[config.mk]
export PLATFORM = sky130hd
export DESIGN_NAME = rounded_integer_square_root
export DESIGN_NICKNAME = d
export VERILOG_FILES = /design/src/design/rir_pkg.sv /design/src/design/rir_digit.sv /design/src/design/rir_out.sv /design/src/design/rounded_integer_square_root.sv
export SDC_FILE = /design/constraint.sdc
export NUM_CORES = 1
export LEC_CHECK = 0
export ABC_AREA = 1
export ABC_CLOCK_PERIOD_IN_PS = 25900
export BUFFER_PORTS_ARGS = -buffer_cell sky130_fd_sc_hd__buf_2
export CAP_MARGIN = 20
export CORE_MARGIN = 4
export CORE_UTILIZATION = 64
export DETAILED_ROUTE_END_ITERATION = 8
export GPL_TIMING_DRIVEN = 0
export PLACE_DENSITY = 0.92
export SLEW_MARGIN = 20
export SYNTH_ARGS = -nofsm -noshare
export SYNTH_HDL_FRONTEND = slang
export SYNTH_SLANG_ARGS = --single-unit
[constraint.sdc]
create_clock -name clock -period 25.9 [get_ports clock]
set_input_delay 2.59 -clock clock [delete_from_list [all_inputs] [get_ports clock]]
set_output_delay 2.59 -clock clock [all_outputs]
set_load 0.01 [all_outputs]
[src/design/rir_pkg.sv]
// shared constants for the rounded integer square root block
package rir_pkg;

   localparam int DEFAULT_DATA_WIDTH = 32;
   localparam int ROOT_WIDTH         = 16;

   // one root digit per pipeline stage, enough digits for the positive range
   function automatic int digit_count(input int data_width);
      return (data_width + 1) / 2;
   endfunction

endpackage

[src/design/rir_digit.sv]
// one digit stage of the shift-and-subtract square root pipeline
module rir_digit import rir_pkg::*; #(
   parameter int DATA_WIDTH = DEFAULT_DATA_WIDTH,
   parameter int NDIG       = digit_count(DEFAULT_DATA_WIDTH),
   parameter int SHIFT_BITS = 0
) (
   input  logic                  clock,
   input  logic                  reset,
   input  logic                  advance,
   input  logic                  in_valid,
   input  logic [DATA_WIDTH-1:0] in_rem,
   input  logic [NDIG-1:0]       in_q,
   output logic                  out_valid,
   output logic [DATA_WIDTH-1:0] out_rem,
   output logic [NDIG-1:0]       out_q
);

   localparam int EW = 2 * NDIG + 2;

   logic [EW-1:0]         trial;
   logic [EW-1:0]         rem_ext;
   logic                  take;
   logic                  valid_ff;
   logic                  valid_in;
   logic [DATA_WIDTH-1:0] rem_ff;
   logic [DATA_WIDTH-1:0] rem_in;
   logic [NDIG-1:0]       q_ff;
   logic [NDIG-1:0]       q_in;

   // trial subtrahend is (4q + 1) at this digit's weight
   always_comb begin
      trial   = EW'({in_q, 2'b01}) << SHIFT_BITS;
      rem_ext = EW'(in_rem);
      take    = (rem_ext >= trial);
      rem_in  = take ? DATA_WIDTH'(rem_ext - trial) : in_rem;
      q_in    = {in_q[NDIG-2:0], take};
      valid_in = advance ? in_valid : valid_ff;
   end

   always_ff @(posedge clock) begin
      if (reset) begin
         valid_ff <= 1'b0;
      end else begin
         valid_ff <= valid_in;
      end
   end

   always_ff @(posedge clock) begin
      if (advance) begin
         rem_ff <= rem_in;
         q_ff   <= q_in;
      end
   end

   assign out_valid = valid_ff;
   assign out_rem   = rem_ff;
   assign out_q     = q_ff;

endmodule

[src/design/rir_out.sv]
// rounding step, output register and skid register
module rir_out import rir_pkg::*; #(
   parameter int DATA_WIDTH = DEFAULT_DATA_WIDTH,
   parameter int NDIG       = digit_count(DEFAULT_DATA_WIDTH)
) (
   input  logic                  clock,
   input  logic                  reset,
   input  logic                  in_valid,
   input  logic [DATA_WIDTH-1:0] in_rem,
   input  logic [NDIG-1:0]       in_q,
   output logic                  up_stall,
   output logic                  rsp_valid,
   input  logic                  rsp_stall,
   output logic [ROOT_WIDTH-1:0] rsp_root
);

   logic [NDIG:0]           rounded;
   logic [ROOT_WIDTH-1:0]   root_new;
   logic                    take_out;
   logic                    incoming;
   logic                    out_valid_ff;
   logic                    out_valid_in;
   logic [ROOT_WIDTH-1:0]   out_root_ff;
   logic [ROOT_WIDTH-1:0]   out_root_in;
   logic                    skid_valid_ff;
   logic                    skid_valid_in;
   logic [ROOT_WIDTH-1:0]   skid_root_ff;
   logic [ROOT_WIDTH-1:0]   skid_root_in;

   // remainder is value - q^2; round up when it exceeds q
   always_comb begin
      rounded  = {1'b0, in_q} + (NDIG+1)'(in_rem > DATA_WIDTH'(in_q));
      root_new = ROOT_WIDTH'(rounded);
   end

   always_comb begin
      take_out      = !out_valid_ff || !rsp_stall;
      incoming      = in_valid && !skid_valid_ff;
      out_valid_in  = out_valid_ff;
      out_root_in   = out_root_ff;
      skid_valid_in = skid_valid_ff;
      skid_root_in  = skid_root_ff;
      if (take_out) begin
         if (skid_valid_ff) begin
            out_valid_in  = 1'b1;
            out_root_in   = skid_root_ff;
            skid_valid_in = 1'b0;
         end else begin
            out_valid_in = incoming;
            out_root_in  = root_new;
         end
      end else if (incoming) begin
         // output held, park the transaction in the skid register
         skid_valid_in = 1'b1;
         skid_root_in  = root_new;
      end
   end

   always_ff @(posedge clock) begin
      if (reset) begin
         out_valid_ff  <= 1'b0;
         skid_valid_ff <= 1'b0;
      end else begin
         out_valid_ff  <= out_valid_in;
         skid_valid_ff <= skid_valid_in;
      end
   end

   always_ff @(posedge clock) begin
      out_root_ff  <= out_root_in;
      skid_root_ff <= skid_root_in;
   end

   assign up_stall  = skid_valid_ff;
   assign rsp_valid = out_valid_ff;
   assign rsp_root  = out_root_ff;

endmodule

[src/design/rounded_integer_square_root.sv]
// Rounded integer square root, one digit per pipeline stage.
// A transaction passes through the digit stages and then the output register to rsp_root.
// Throughput: one transaction per cycle while req_stall is low; req_stall rises only
//   when the skid register holds a result behind a stalled output.
// Reset (synchronous) clears all valid bits; payload registers are not reset.
module rounded_integer_square_root import rir_pkg::*; #(
   parameter int DATA_WIDTH = DEFAULT_DATA_WIDTH
) (
   input  logic                         clock,
   input  logic                         reset,
   input  logic                         req_valid,
   output logic                         req_stall,
   input  logic signed [DATA_WIDTH-1:0] req_value,
   output logic                         rsp_valid,
   input  logic                         rsp_stall,
   output logic [ROOT_WIDTH-1:0]        rsp_root
);

   localparam int NDIG = digit_count(DATA_WIDTH);

   logic                  advance;
   logic                  valid_stage [0:NDIG];
   logic [DATA_WIDTH-1:0] rem_stage   [0:NDIG];
   logic [NDIG-1:0]       q_stage     [0:NDIG];

   assign advance = !req_stall;

   // zero and negative operands enter with a zero remainder
   assign valid_stage[0] = req_valid;
   assign rem_stage[0]   = req_value[DATA_WIDTH-1] ? '0 : DATA_WIDTH'($unsigned(req_value));
   assign q_stage[0]     = '0;

   for (genvar k = 0; k < NDIG; k++) begin : g_digit
      rir_digit #(
         .DATA_WIDTH (DATA_WIDTH),
         .NDIG       (NDIG),
         .SHIFT_BITS (2 * (NDIG - 1 - k))
      ) u_digit (
         .clock     (clock),
         .reset     (reset),
         .advance   (advance),
         .in_valid  (valid_stage[k]),
         .in_rem    (rem_stage[k]),
         .in_q      (q_stage[k]),
         .out_valid (valid_stage[k+1]),
         .out_rem   (rem_stage[k+1]),
         .out_q     (q_stage[k+1])
      );
   end

   rir_out #(
      .DATA_WIDTH (DATA_WIDTH),
      .NDIG       (NDIG)
   ) u_out (
      .clock     (clock),
      .reset     (reset),
      .in_valid  (valid_stage[NDIG]),
      .in_rem    (rem_stage[NDIG]),
      .in_q      (q_stage[NDIG]),
      .up_stall  (req_stall),
      .rsp_valid (rsp_valid),
      .rsp_stall (rsp_stall),
      .rsp_root  (rsp_root)
   );

endmodule

==> flow_metrics.env <==
export IMPL_hold_depth=0
export IMPL_period_needed_ns=3.82
export IMPL_track_usage=0.310
export IMPL_die_h_um=254
export IMPL_worst_pin_slew_ns=0.788
export IMPL_cts_sinks=698
export IMPL_holdCritPathClass="reg2reg"
export IMPL_finalCritPeriodShare=0.148
export IMPL_crit_family="flip-flops"
export IMPL_p_leak_nw=19.8
export IMPL_grt_max_degree=61
export IMPL_netlist_area_sq_um=38700
export IMPL_r2r_end="u_out.rsp_root[14]$_DFFE_PP_"
export IMPL_ys_ff_latch=698
export IMPL_vias=31332
export IMPL_viasPerCell=5.91
export IMPL_setup_violations=0
export IMPL_rsz0062_at_grt="no"
export IMPL_crit_chain="buf_2"
export IMPL_cts_clk_slew_worst_paths_ns=0.06
export IMPL_grt_pass1_vias=30628
export IMPL_max_vdd_ir_drop_mv=0.109
export IMPL_finalHoldViolations=0
export IMPL_comb_power_share=0.345
export IMPL_antenna_found_initial=2
export IMPL_grt_pass1_wl_um=158000
export IMPL_async_reset_ff_frac=0
export IMPL_seq_area_sq_um=20800
export IMPL_multi_input_area_sq_um=15100
export IMPL_whs_endpoint="g_digit[11].u_digit.out_rem[3]$_DFFE_PN_"
export IMPL_path_class="reg2out"
export IMPL_gp_congestion=0.953
export IMPL_die_w_um=254
export IMPL_crit_path_max_fanout=1
export IMPL_synth_edf_count=680
export IMPL_slowest_delay_ns=0.41
export IMPL_r2r_start="g_digit[15].u_digit.out_q[15]$_DFFE_PN_"
export IMPL_area_delta_synth_final_pct=10.5
export IMPL_ys_types=53
export IMPL_final_nets=4676
export IMPL_die_area_sq_um=64400
export IMPL_start_util=0.651
export IMPL_rows=89
export IMPL_pwr_share_clk=0.246
export IMPL_skew_ns=0.0535
export IMPL_slew_headroom=0.474
export IMPL_n_fill_cell=3925
export IMPL_cts_root_buf="clkbuf_16"
export IMPL_ys_flop_type="edfxtp_1"
export IMPL_reg2reg_depth=19
export IMPL_syn_instance_count=4331
export IMPL_port_buffers=52
export IMPL_sequentialPowerShare=0.408
export IMPL_crit_start="u_out.rsp_root[11]$_DFFE_PP_"
export IMPL_yosys_warnings=0
export IMPL_status="finished, final reports clean"
export IMPL_p_total_w=0.00444
export IMPL_cp_arrival_ns=1.23
export IMPL_power_density_nw_per_um2=104
export IMPL_synth_seq_area_share=0.538
export IMPL_path_buf_inv=1
export IMPL_maxSlewViolCount=0
export IMPL_endpoint_kind="output port"
export IMPL_required_ns=23.31
export IMPL_maxCapViolCount=0
export IMPL_cpMaxStageDelayCell="edfxtp_1"
export IMPL_dr_pass1_iters=9
export IMPL_p_int_w=0.00273
export IMPL_clk_latency_ns=0.67
export IMPL_fin_setup_tns_ns=0
export IMPL_tritoncts="built"
export IMPL_hp_start="g_digit[10].u_digit.out_rem[3]$_DFFE_PN_"
export IMPL_syn_avg_cell_area_sq_um=8.92
export IMPL_swShare=0.384
export IMPL_cts_buffers_inserted=73
export IMPL_htree_levels=3
export IMPL_drtIter0Drc=4259
export IMPL_drive_gt1_frac=0.0836
export IMPL_ant_nets=0
export IMPL_wire_per_inst_um=19.1
export IMPL_postCtsHoldBufs=0
export IMPL_grt_remaining_overflow=0
export IMPL_startpoint_type="flop"
export IMPL_core_region_area_sq_um=59400
export IMPL_r2r_slack_ns=22.58
export IMPL_num_io_pins=54
export IMPL_ctsResizeCount=0
export IMPL_drt_wl_total_um=101000
export IMPL_dp_hpwl_um=70900
export IMPL_cts_max_path_buffers=3
export IMPL_p_sw_w=0.00171
export IMPL_route_detailed_drc=0
export IMPL_postCtsSetupBuffers=0
export IMPL_max_freq_mhz=262
## final cells by class
cell class | count | share of cell area
sequential | 698 | 0.486
inverter | 653 | 0.0576
multi-input combinational | 2938 | 0.354
clock buffer | 88 | 0.0441
antenna | 1 | 0.0000586
timing repair buffer | 65 | 0.0136
buffer | 43 | 0.00747
tap | 773 | 0.0226
clock inverter | 47 | 0.0145
## power groups by stage
stage / clock network (W) / registers, W / logic, W
final: 0.00109 / 0.00181 / 0.00153
after global routing: 0.00115 / 0.00183 / 0.00169
after CTS: 0.00110 / 0.00180 / 0.00149
after detailed placement: 0 / 0.00182 / 0.00145
after global placement: 0 / 0.00181 / 0.00139
after floorplan: 0 / 0.00172 / 0.00112
## Yosys cell counts (all sizes together), types with 3 or more instances
cell type / instances / area (sq um)
nor2: 463 / 1810
o21bai: 16 / 120
dfxtp: 18 / 360
a21oi: 225 / 1300
inv: 651 / 2450
nand4: 71 / 450
xor2: 91 / 797
nor2b: 6 / 37.5
ha: 168 / 2100
nor4: 20 / 125
o211ai: 4 / 35.0
clkbuf: 12 / 45.0
nand3: 226 / 1180
nor3: 54 / 285
buf: 31 / 270
and3: 3 / 18.8
o21ai: 140 / 821
a21boi: 3 / 22.5
a21o: 5 / 37.5
nand3b: 40 / 300
nand2: 1330 / 5070
edfxtp: 680 / 20400
xnor2: 48 / 420
or2: 11 / 68.8
## layout by cell type, fill, tap and decap left out, types with 8 or more instances in the layout
cell,netlist,final
nor4_1,20,20
nor3_1,51,51
clkinv_1,2,16
inv_1,628,628
o21ai_1,37,37
nand2_2,24,24
a21oi_2,47,47
xnor2_1,48,48
or2_2,11,11
o21ai_2,32,32
clkinv_2,0,12
ha_1,168,168
a21oi_1,178,178
nand3_1,219,219
nor2_1,440,439
nand3b_1,40,40
nand4_1,70,70
nand2_1,1303,1303
clkbuf_1,12,26
nor2_2,20,21
bufinv_16,0,9
o21ai_0,71,71
edfxtp_1,680,680
dfxtp_1,18,18
clkbuf_16,0,73
buf_2,9,61
o21bai_1,16,16
xor2_1,91,91
buf_16,0,8
inv_2,21,21
buf_6,16,16
## stage by stage
stage / instance area, sq um / setup slack, ns / std cells / hold slack, ns / utilization
2_1_floorplan: 38700 / 6.40 / 4332 / 0.417 / -
3_3_place_gp: 39900 / 1.01 / 5157 / 0.424 / 0.672
3_5_place_dp: 40200 / 21.60 / 5170 / 0.427 / 0.677
4_1_cts: 42700 / 22.07 / 5305 / 0.443 / 0.720
5_1_grt: 42700 / 22.05 / 5305 / 0.458 / 0.720
6_report: 42700 / 22.08 / 5306 / 0.438 / 0.720
## per-layer routing
metal / GRT usage / wire length, um
met5: 0 / 14
met4: 0.157 / 6430
met3: 0.0611 / 9150
met2: 0.534 / 48600
met1: 0.374 / 36800
## state kept, by name, indices dropped and copies added, names as in the netlist
| name | count |
|---|---|
| g_digit.u_digit.out_q | 136 |
| u_out.skid_root_ff | 16 |
| u_out.rsp_root | 16 |
| u_out.up_stall | 1 |
| u_out.rsp_valid | 1 |
| g_digit.u_digit.out_valid | 16 |
| g_digit.u_digit.out_rem | 512 |
## kinds of logic (layout without fill, tap and decap cells)
group,Yosys count,after routing,share of synthesized area
simple gates,2231,2231,0.243
fa+ha+maj,168,168,0.0544
flops,698,698,0.538
other cells,1,3,0.0000970
buf+inv,696,896,0.0718
compound gates,398,398,0.0614
xor+xnor,139,139,0.0315
## worst max-delay path by stage
stage / to / slack, ns / cells past startpoint
detailed placement: u_out.skid_root_ff[12]$_DFFE_PP_ / 21.60 / 3
finish: rsp_root[11] / 22.08 / 1
floorplan: g_digit[0].u_digit.out_q[0]$_DFFE_PN_ / 6.40 / 3
global route: rsp_root[10] / 22.05 / 1
global placement: g_digit[9].u_digit.out_rem[30]$_DFFE_PN_ / 1.01 / 3
CTS: rsp_root[11] / 22.07 / 1
(Power assumes the default switching activity.)
